## src/rtl/core/mft_pkg.sv

```systemverilog
package mft_pkg;

    // default frame and timer sizes
    localparam int FRAME_BITS_DEF  = 32;
    localparam int TIMER_WIDTH_DEF = 24;

    // configuration port
    localparam int CFG_IDX_W  = 3;
    localparam int CFG_DATA_W = 24;

    localparam logic [CFG_IDX_W-1:0] CFG_HALF_BIT      = 3'd0;
    localparam logic [CFG_IDX_W-1:0] CFG_BIT_PERIOD    = 3'd1;
    localparam logic [CFG_IDX_W-1:0] CFG_FIRST_SAMPLE  = 3'd2;
    localparam logic [CFG_IDX_W-1:0] CFG_RESP_TIMEOUT  = 3'd3;
    localparam logic [CFG_IDX_W-1:0] CFG_GUARD         = 3'd4;

    // register reset values
    localparam logic [15:0] HALF_BIT_RST      = 16'd500;
    localparam logic [15:0] BIT_PERIOD_RST    = 16'd1000;
    localparam logic [16:0] FIRST_SAMPLE_RST  = 17'd1250;
    localparam logic [23:0] RESP_TIMEOUT_RST  = 24'd1000000;
    localparam logic [23:0] GUARD_RST         = 24'd100000;

    // error codes reported with done
    localparam logic [1:0] ERR_NONE    = 2'd0;
    localparam logic [1:0] ERR_TIMEOUT = 2'd1;
    localparam logic [1:0] ERR_PARITY  = 2'd2;

    // beat widths on the stream sides
    localparam int IN_TDATA_W  = 40;
    localparam int OUT_TDATA_W = 40;

    typedef struct packed {
        logic [15:0] half_bit_ticks;
        logic [15:0] bit_period_ticks;
        logic [16:0] first_sample_ticks;
        logic [23:0] response_timeout_ticks;
        logic [23:0] guard_ticks;
    } t_cfg;

    typedef struct packed {
        logic [1:0]  error_code;
        logic [31:0] response_word;
        logic        done_res;
        logic        busy_res;
        logic        tx_level;
    } t_result;

endpackage

```

## src/rtl/core/mft_cfg_regs.sv

```systemverilog
module mft_cfg_regs
    import mft_pkg::*;
(
    input  logic                  i_clk,
    input  logic                  i_rst_n,
    input  logic                  i_cfg_we,
    input  logic [CFG_IDX_W-1:0]  i_cfg_idx,
    input  logic [CFG_DATA_W-1:0] i_cfg_data,
    output t_cfg                  o_cfg
);

    t_cfg r_cfg;

    // register writes, unknown indexes are dropped
    always_ff @(posedge i_clk) begin
        if (!i_rst_n) begin
            r_cfg.half_bit_ticks         <= HALF_BIT_RST;
            r_cfg.bit_period_ticks       <= BIT_PERIOD_RST;
            r_cfg.first_sample_ticks     <= FIRST_SAMPLE_RST;
            r_cfg.response_timeout_ticks <= RESP_TIMEOUT_RST;
            r_cfg.guard_ticks            <= GUARD_RST;
        end else if (i_cfg_we) begin
            unique case (i_cfg_idx)
                CFG_HALF_BIT:     r_cfg.half_bit_ticks         <= i_cfg_data[15:0];
                CFG_BIT_PERIOD:   r_cfg.bit_period_ticks       <= i_cfg_data[15:0];
                CFG_FIRST_SAMPLE: r_cfg.first_sample_ticks     <= i_cfg_data[16:0];
                CFG_RESP_TIMEOUT: r_cfg.response_timeout_ticks <= i_cfg_data;
                CFG_GUARD:        r_cfg.guard_ticks            <= i_cfg_data;
                default: begin
                end
            endcase
        end
    end

    assign o_cfg = r_cfg;

endmodule

```

## src/rtl/core/mft_engine.sv

```systemverilog
module mft_engine
    import mft_pkg::*;
#(
    parameter int FRAME_BITS  = FRAME_BITS_DEF,
    parameter int TIMER_WIDTH = TIMER_WIDTH_DEF
) (
    input  logic        i_clk,
    input  logic        i_rst_n,
    input  t_cfg        i_cfg,
    input  logic        i_step,
    input  logic        i_start,
    input  logic [31:0] i_req,
    input  logic        i_rx,
    output t_result     o_res
);

    localparam int BW = $clog2(FRAME_BITS + 3);
    localparam int CW = (TIMER_WIDTH > CFG_DATA_W) ? TIMER_WIDTH : CFG_DATA_W;

    localparam logic [2:0] PH_IDLE   = 3'd0;
    localparam logic [2:0] PH_TX     = 3'd1;
    localparam logic [2:0] PH_WAIT   = 3'd2;
    localparam logic [2:0] PH_FIRST  = 3'd3;
    localparam logic [2:0] PH_SAMPLE = 3'd4;
    localparam logic [2:0] PH_GUARD  = 3'd5;

    localparam logic [BW-1:0] IDX_LAST_DATA = BW'(FRAME_BITS);
    localparam logic [BW-1:0] IDX_STOP      = BW'(FRAME_BITS + 1);
    localparam logic [BW-1:0] IDX_LAST_SAMP = BW'(FRAME_BITS - 1);

    logic [2:0]             r_phase, n_phase, c_phase;
    logic [TIMER_WIDTH-1:0] r_cnt, n_cnt, c_cnt;
    logic [BW-1:0]          r_idx, n_idx, c_idx;
    logic                   r_half, n_half, c_half;
    logic [FRAME_BITS-1:0]  r_tx, n_tx, c_tx;
    logic [FRAME_BITS-1:0]  r_rx, n_rx, c_rx;
    logic                   r_par, n_par, c_par;

    logic [CFG_DATA_W-1:0]  thr;
    logic [TIMER_WIDTH-1:0] cnt_inc;
    logic                   hit;
    logic                   tx_bit;
    t_result                res;

    // state seen by this beat, a start in idle loads a fresh frame
    always_comb begin
        c_phase = r_phase;
        c_cnt   = r_cnt;
        c_idx   = r_idx;
        c_half  = r_half;
        c_tx    = r_tx;
        c_rx    = r_rx;
        c_par   = r_par;
        if (r_phase == PH_IDLE && i_start) begin
            c_phase = PH_TX;
            c_cnt   = '0;
            c_idx   = '0;
            c_half  = 1'b0;
            c_tx    = i_req[FRAME_BITS-1:0];
            c_rx    = '0;
            c_par   = 1'b0;
        end
    end

    // shared tick timer, saturating, threshold clipped to the timer range
    always_comb begin
        case (c_phase)
            PH_TX:     thr = CFG_DATA_W'(i_cfg.half_bit_ticks);
            PH_WAIT:   thr = i_cfg.response_timeout_ticks;
            PH_FIRST:  thr = CFG_DATA_W'(i_cfg.first_sample_ticks);
            PH_SAMPLE: thr = CFG_DATA_W'(i_cfg.bit_period_ticks);
            PH_GUARD:  thr = i_cfg.guard_ticks;
            default:   thr = '0;
        endcase
    end

    assign cnt_inc = (&c_cnt) ? c_cnt : c_cnt + 1'b1;
    assign hit     = (CW'(cnt_inc) >= CW'(thr)) || (&cnt_inc);

    // start and stop bits are ones, data goes out msb first
    assign tx_bit = (c_idx == '0 || c_idx > IDX_LAST_DATA) ? 1'b1 : c_tx[FRAME_BITS-1];

    // per-beat phase logic
    always_comb begin
        n_phase = c_phase;
        n_cnt   = c_cnt;
        n_idx   = c_idx;
        n_half  = c_half;
        n_tx    = c_tx;
        n_rx    = c_rx;
        n_par   = c_par;

        res               = '0;
        res.tx_level      = 1'b1;
        res.error_code    = ERR_NONE;

        unique case (c_phase) inside
            PH_IDLE: begin
            end
            PH_TX: begin
                res.busy_res = 1'b1;
                res.tx_level = c_half ? tx_bit : ~tx_bit;
                n_cnt        = cnt_inc;
                if (hit) begin
                    n_cnt = '0;
                    if (c_half) begin
                        n_half = 1'b0;
                        n_idx  = c_idx + 1'b1;
                        if (c_idx != '0 && c_idx <= IDX_LAST_DATA) begin
                            n_tx = c_tx << 1;
                        end
                        if (c_idx >= IDX_STOP) begin
                            n_phase = PH_WAIT;
                            n_idx   = '0;
                        end
                    end else begin
                        n_half = 1'b1;
                    end
                end
            end
            PH_WAIT: begin
                if (i_rx) begin
                    res.busy_res = 1'b1;
                    n_phase      = PH_FIRST;
                    n_cnt        = '0;
                end else begin
                    n_cnt = cnt_inc;
                    if (hit) begin
                        res.done_res   = 1'b1;
                        res.error_code = ERR_TIMEOUT;
                        n_phase        = PH_IDLE;
                        n_cnt          = '0;
                    end else begin
                        res.busy_res = 1'b1;
                    end
                end
            end
            PH_FIRST, PH_SAMPLE: begin
                res.busy_res = 1'b1;
                n_cnt        = cnt_inc;
                if (hit) begin
                    n_cnt   = '0;
                    n_rx    = {c_rx[FRAME_BITS-2:0], i_rx};
                    n_par   = c_par ^ i_rx;
                    n_idx   = c_idx + 1'b1;
                    n_phase = (c_idx >= IDX_LAST_SAMP) ? PH_GUARD : PH_SAMPLE;
                end
            end
            PH_GUARD: begin
                n_cnt = cnt_inc;
                if (hit) begin
                    res.done_res = 1'b1;
                    if (c_par) begin
                        res.error_code = ERR_PARITY;
                    end else begin
                        res.response_word = 32'(c_rx);
                    end
                    n_phase = PH_IDLE;
                    n_cnt   = '0;
                    n_idx   = '0;
                end else begin
                    res.busy_res = 1'b1;
                end
            end
            default: begin
                n_phase = PH_IDLE;
            end
        endcase
    end

    // control state
    always_ff @(posedge i_clk) begin
        if (!i_rst_n) begin
            r_phase <= PH_IDLE;
            r_cnt   <= '0;
            r_idx   <= '0;
            r_half  <= 1'b0;
            r_par   <= 1'b0;
        end else if (i_step) begin
            r_phase <= n_phase;
            r_cnt   <= n_cnt;
            r_idx   <= n_idx;
            r_half  <= n_half;
            r_par   <= n_par;
        end
    end

    // frame shift registers
    always_ff @(posedge i_clk) begin
        if (i_step) begin
            r_tx <= n_tx;
            r_rx <= n_rx;
        end
    end

    assign o_res = res;

`ifndef NO_ASSERTIONS
    a_done_not_busy: assert property (@(posedge i_clk) disable iff (!i_rst_n)
        res.done_res |-> !res.busy_res)
        else $error("done and busy both set");

    a_err_only_done: assert property (@(posedge i_clk) disable iff (!i_rst_n)
        (res.error_code != ERR_NONE) |-> res.done_res)
        else $error("error code without done");

    a_resp_only_ok: assert property (@(posedge i_clk) disable iff (!i_rst_n)
        (res.response_word != '0) |-> (res.done_res && res.error_code == ERR_NONE))
        else $error("response word outside a clean done");

    a_line_idle_high: assert property (@(posedge i_clk) disable iff (!i_rst_n)
        (c_phase != PH_TX) |-> res.tx_level)
        else $error("tx line low outside the send phase");

    a_idx_range: assert property (@(posedge i_clk) disable iff (!i_rst_n)
        r_idx <= IDX_STOP)
        else $error("bit index out of range");
`endif

endmodule

```

## src/rtl/core/manchester_frame_transceiver.sv

```systemverilog
// Manchester frame transceiver, master side of a two-wire link.
// Slave stream: one beat per microsecond tick carrying a start request, the
// 32-bit request word and the receive line level. Master stream: one beat per
// tick with the transmit level, busy, done, response word and error code.
// A start in idle sends a start 1, the frame msb first and a stop 1, each bit
// as two half-bit periods; then the block waits for the response, samples it
// and after the guard delay reports the word, or 0 with a parity error code,
// on a single done beat, or 0 with a timeout code if no response comes.
// A tick beat's result passes the input register, then the result register.
// Throughput: one beat per cycle unless the master stalls; each beat does
// one saturating timer add and compare, a shift and a level update.
// When the master side stalls, the result register holds and the slave side
// keeps taking a beat while the input register is free.
// Configuration is a plain write port; the user writes it only while the
// stream is idle (not enforced by the block). Reset (synchronous, active low)
// returns to idle, empties both registers and loads the default tick counts.
module manchester_frame_transceiver
    import mft_pkg::*;
#(
    parameter int FRAME_BITS  = FRAME_BITS_DEF,
    parameter int TIMER_WIDTH = TIMER_WIDTH_DEF
) (
    input  logic                   i_clk,
    input  logic                   i_rst_n,
    // tick beats
    input  logic                   s_axis_tvalid,
    output logic                   s_axis_tready,
    // start_req [0], request_word [32:1], rx_level [33], zero pad [39:34]
    input  logic [IN_TDATA_W-1:0]  s_axis_tdata,
    // result beats
    output logic                   m_axis_tvalid,
    input  logic                   m_axis_tready,
    // tx_level [0], busy_res [1], done_res [2], response_word [34:3],
    // error_code [36:35], zero pad [39:37]
    output logic [OUT_TDATA_W-1:0] m_axis_tdata,
    // register writes
    input  logic                   i_cfg_we,
    input  logic [CFG_IDX_W-1:0]   i_cfg_idx,
    input  logic [CFG_DATA_W-1:0]  i_cfg_data
);

    t_cfg                   cfg;
    t_result                res;
    logic                   advance;
    logic                   step;
    logic                   r_in_valid;
    logic [IN_TDATA_W-1:0]  r_in_data;
    logic                   r_out_valid;
    logic [OUT_TDATA_W-1:0] r_out_data;

    mft_cfg_regs u_cfg (
        .i_clk      (i_clk),
        .i_rst_n    (i_rst_n),
        .i_cfg_we   (i_cfg_we),
        .i_cfg_idx  (i_cfg_idx),
        .i_cfg_data (i_cfg_data),
        .o_cfg      (cfg)
    );

    // pipeline moves when the result register is free or being drained
    assign advance       = !r_out_valid || m_axis_tready;
    assign s_axis_tready = !r_in_valid || advance;
    assign step          = r_in_valid && advance;

    // input register
    always_ff @(posedge i_clk) begin
        if (!i_rst_n) begin
            r_in_valid <= 1'b0;
        end else if (s_axis_tready) begin
            r_in_valid <= s_axis_tvalid;
        end
    end

    always_ff @(posedge i_clk) begin
        if (s_axis_tready && s_axis_tvalid) begin
            r_in_data <= s_axis_tdata;
        end
    end

    mft_engine #(
        .FRAME_BITS  (FRAME_BITS),
        .TIMER_WIDTH (TIMER_WIDTH)
    ) u_engine (
        .i_clk   (i_clk),
        .i_rst_n (i_rst_n),
        .i_cfg   (cfg),
        .i_step  (step),
        .i_start (r_in_data[0]),
        .i_req   (r_in_data[32:1]),
        .i_rx    (r_in_data[33]),
        .o_res   (res)
    );

    // result register
    always_ff @(posedge i_clk) begin
        if (!i_rst_n) begin
            r_out_valid <= 1'b0;
        end else if (advance) begin
            r_out_valid <= r_in_valid;
        end
    end

    always_ff @(posedge i_clk) begin
        if (step) begin
            r_out_data <= OUT_TDATA_W'(res);
        end
    end

    assign m_axis_tvalid = r_out_valid;
    assign m_axis_tdata  = r_out_data;

endmodule

```

## config.mk

```make
export PLATFORM = sky130hd
export DESIGN_NAME = manchester_frame_transceiver
export DESIGN_NICKNAME = d
export VERILOG_FILES = /design/src/rtl/core/mft_pkg.sv /design/src/rtl/core/mft_cfg_regs.sv /design/src/rtl/core/mft_engine.sv /design/src/rtl/core/manchester_frame_transceiver.sv
export SDC_FILE = /design/constraint.sdc
export NUM_CORES = 1
export LEC_CHECK = 0
export ABC_AREA = 1
export BUFFER_PORTS_ARGS = -buffer_cell sky130_fd_sc_hd__clkbuf_2
export CAP_MARGIN = 20
export CORE_MARGIN = 8
export CORE_UTILIZATION = 45
export DETAILED_ROUTE_END_ITERATION = 10
export GPL_TIMING_DRIVEN = 0
export PLACE_DENSITY = 0.6
export SYNTH_ARGS = -nofsm -noshare
export SYNTH_HDL_FRONTEND = slang
export SYNTH_SLANG_ARGS = --single-unit
```

## constraint.sdc

```tcl
create_clock -name i_clk -period 8.8 [get_ports i_clk]
set_clock_uncertainty 0.2 [all_clocks]
set_input_delay 0.44 -clock i_clk [delete_from_list [all_inputs] [get_ports i_clk]]
set_output_delay 0.44 -clock i_clk [all_outputs]
set_load 0.02 [all_outputs]
```

==> results.json <==
{
  "fin_tns_setup_ns": 0,
  "dieArea_um2": 35000,
  "ys_seq_area_share_pct": 51.1,
  "synth_compound_area_share_pct": 15.1,
  "grt_pass1_wl_um": 58600,
  "pin_count": 114,
  "rsz0062_at_grt": "false",
  "cp.required_ns": 9.08,
  "worstPathMaxFanout": 10,
  "synth-seq-cells": 269,
  "wl_met1_um": 16200,
  "p_per_area_nw_per_um2": 190,
  "clk_pin_slew_worst_paths_ns": 0.06,
  "layout_setup_ws_ns": 2.43,
  "synth-simple-area-share_pct": 21.0,
  "finalCritPeriodShare_pct": 72.4,
  "final_util_pct": 54.7,
  "root_buffer": "clkbuf_16",
  "fmax_mhz": 157,
  "dr_total_vias": 11674,
  "cts_tree": "done",
  "status": "finished, final reports clean",
  "tightestPinTransition_ns": 0.852,
  "cp_slowest_cell": "a41oi_1",
  "pre_cts_ws_ns": 2.57,
  "synth_top_family_by_area": "simple AND/OR/NAND/NOR gates",
  "nNetsFinal": 1891,
  "finalSetupViolCount": 0,
  "wl_um": 36700,
  "final_common_cell": "nand2_1",
  "drive_above_1_share_pct": 10.7,
  "syn_inst": 1595,
  "design.core.area_um2": 28800,
  "grt_max_degree": 63,
  "synth_top_area_cell": "edfxtp_1",
  "via_per_inst": 5.32,
  "overflow": 0,
  "numPlacedInstances": 2087,
  "crit_top_cell": "nand2_1",
  "yosysWarningCount": 0,
  "drc": 0,
  "cap_violations": 0,
  "clk_latency_ns": 0.56,
  "initial_core_util_pct": 45.8,
  "cp_slowest_stage_delay_ns": 0.60,
  "synth_adder_area_share_pct": 2.85,
  "synthMuxAreaShare_pct": 2.28,
  "route.met3.wl_um": 2210,
  "slew_headroom_pct": 43.2,
  "synth-main-ff-cell": "edfxtp_1",
  "cts_sinks": 269,
  "criticalPathCategory": "flop to flop",
  "wire_per_inst_um": 16.7,
  "antenna_left": 0,
  "clk_path_buf_depth": 3,
  "synth.distinct_cells": 43,
  "hold_violations": 0,
  "cp.arrival_ns": 6.65,
  "antenna_found_initial": 0,
  "die_w_um": 187,
  "synthXorXnorAreaFrac_pct": 0.665,
  "n_fill_cell": 2728,
  "portBuffers": 103,
  "ir_drop_mv": 0.150,
  "power_mw": 2.99,
  "min_path_type": "input port to flop",
  "post-route-min-period_ns": 6.37,
  "dp_hpwl_um": 26300,
  "synthArstFlopShare_pct": 0,
  "syn_avg_cell_area_um2": 8.26,
  "dr_wl_met2_um": 17300,
  "cts_buffers": 29,
  "htree_levels": 1,
  "fin_cells": 2195,
  "drt_iter0_markers": 1040,
  "dr.pass1.iters": 5,
  "slew_violations": 0,
  "syn_area_um2": 13200,
  "ctsResizeCount": 0,
  "grt_usage_pct": 20.2,
  "insertedDiodeCount": 0,
  "ys_top_cells_by_area": "edfxtp_1 31%, dfxtp_1 20%, nand2_1 10%",
  "final_cell_mix": "368 x nand2_1, 173 x nor2_1, 161 x o21ai_0",
  "area_growth_pct": 19.4,
  "leakage_nw": 6.56,
  "synth_top_area_share_pct": 30.8,
  "grt_pass1_vias": 11081,
  "rows": 62,
  "routed.top_layer": "met4",
  "synth_edf_count": 135,
  "place.gp.congestion": 0.906,
  "start_kind": "flop",
  "cp-end-kind": "flop",
  "die_y_um": 187,
  "post_cts_buffers": 0
}
layout make-up:
type / count / area [um^2] / share of cell area [%]
plain buffers: 83 / 382 / 2.43
clock buffers: 32 / 737 / 4.69
clock inverters: 21 / 211 / 1.34
inverters: 142 / 533 / 3.39
multi-input cells: 1103 / 5530 / 35.2
flip-flops and latches: 269 / 6740 / 42.8
well taps: 384 / 480 / 3.05
repair buffers: 161 / 1120 / 7.11
kinds of logic after synthesis:
| kind of cell | Yosys count |
|---|---|
| simple gates | 673 |
| fa+ha+maj | 30 |
| compound gates | 357 |
| mux | 30 |
| flops | 269 |
| xor+xnor | 10 |
| other cells | 1 |
| buf+inv | 225 |
metal layers:
layer | vias to the layer above | global-route usage (%)
met5 | - | 0
met4 | 0 | 6.14
met3 | 76 | 3.21
met2 | 371 | 34.0
met1 | 5449 | 26.4
li1 | 5778 | -
Yosys cell counts, types with 5 or more instances:
library cell,number
a221oi_1,6
o211ai_1,14
nor3_1,9
edfxtp_1,135
buf_2,11
o22ai_1,10
clkbuf_1,61
a31oi_1,5
a22oi_1,8
a21boi_0,26
nand3_1,96
nor2_1,173
ha_1,30
xor2_1,9
nand2_1,368
o21ai_1,5
inv_1,137
o21ai_0,161
dfxtp_1,134
buf_6,5
a21oi_1,109
a211oi_1,9
mux2i_1,30
nand4_1,8
power by group:
part,internal [mW],switching [mW]
Clock,0.719,0.505
Combinational,0.117,0.239
Sequential,1.38,0.0261
worst max-delay path: cells and delay by family (launching register included):
kind / cells / cell delay (ns)
adder cells (fa/ha/maj): 2 / 0.57
AND/OR/NAND/NOR: 13 / 1.69
flip-flops: 1 / 0.43
buffers and inverters: 9 / 1.73
AO/OA/AOI/OAI: 6 / 1.67
state kept, by name, indices dropped and copies added, names as in the netlist, 3 cells and up:
name,count
u_engine.r_phase,3
r_in_data,34
m_axis_tdata,37
u_cfg.o_cfg,97
u_engine.r_idx,6
u_engine.r_rx,32
u_engine.r_cnt,24
u_engine.r_tx,32
per-stage QoR:
step                cell area, um^2  hold WS, ns
global placement              14200        0.232
CTS                           15700      0.00101
finish                        15700      0.00711
floorplan                     13200        0.225
global route                  15700       0.0181
detailed placement            14200        0.238
what timing repair did:
item,4_1_cts,5_1_grt
hold buffers,53,0
hold endpoints to repair,72,0
endpoints found under the setup margin,0,0
worst paths after layout:
| check | slack [ns] | startpoint | cells after the start | to |
|---|---|---|---|---|
| setup / recovery | 2.43 | u_engine.r_phase[2] | 30 | u_engine.r_cnt[16] |
| hold / removal | 0.007 | i_cfg_data[6] | 3 | u_cfg.o_cfg[54] |
| setup reg to reg | 2.43 | u_engine.r_phase[2] | 30 | u_engine.r_cnt[16] |
| hold reg to reg | 0.25 | u_cfg.o_cfg[36] | 2 | u_cfg.o_cfg[36] |
Note: power is estimated with default switching activity, not from simulation.
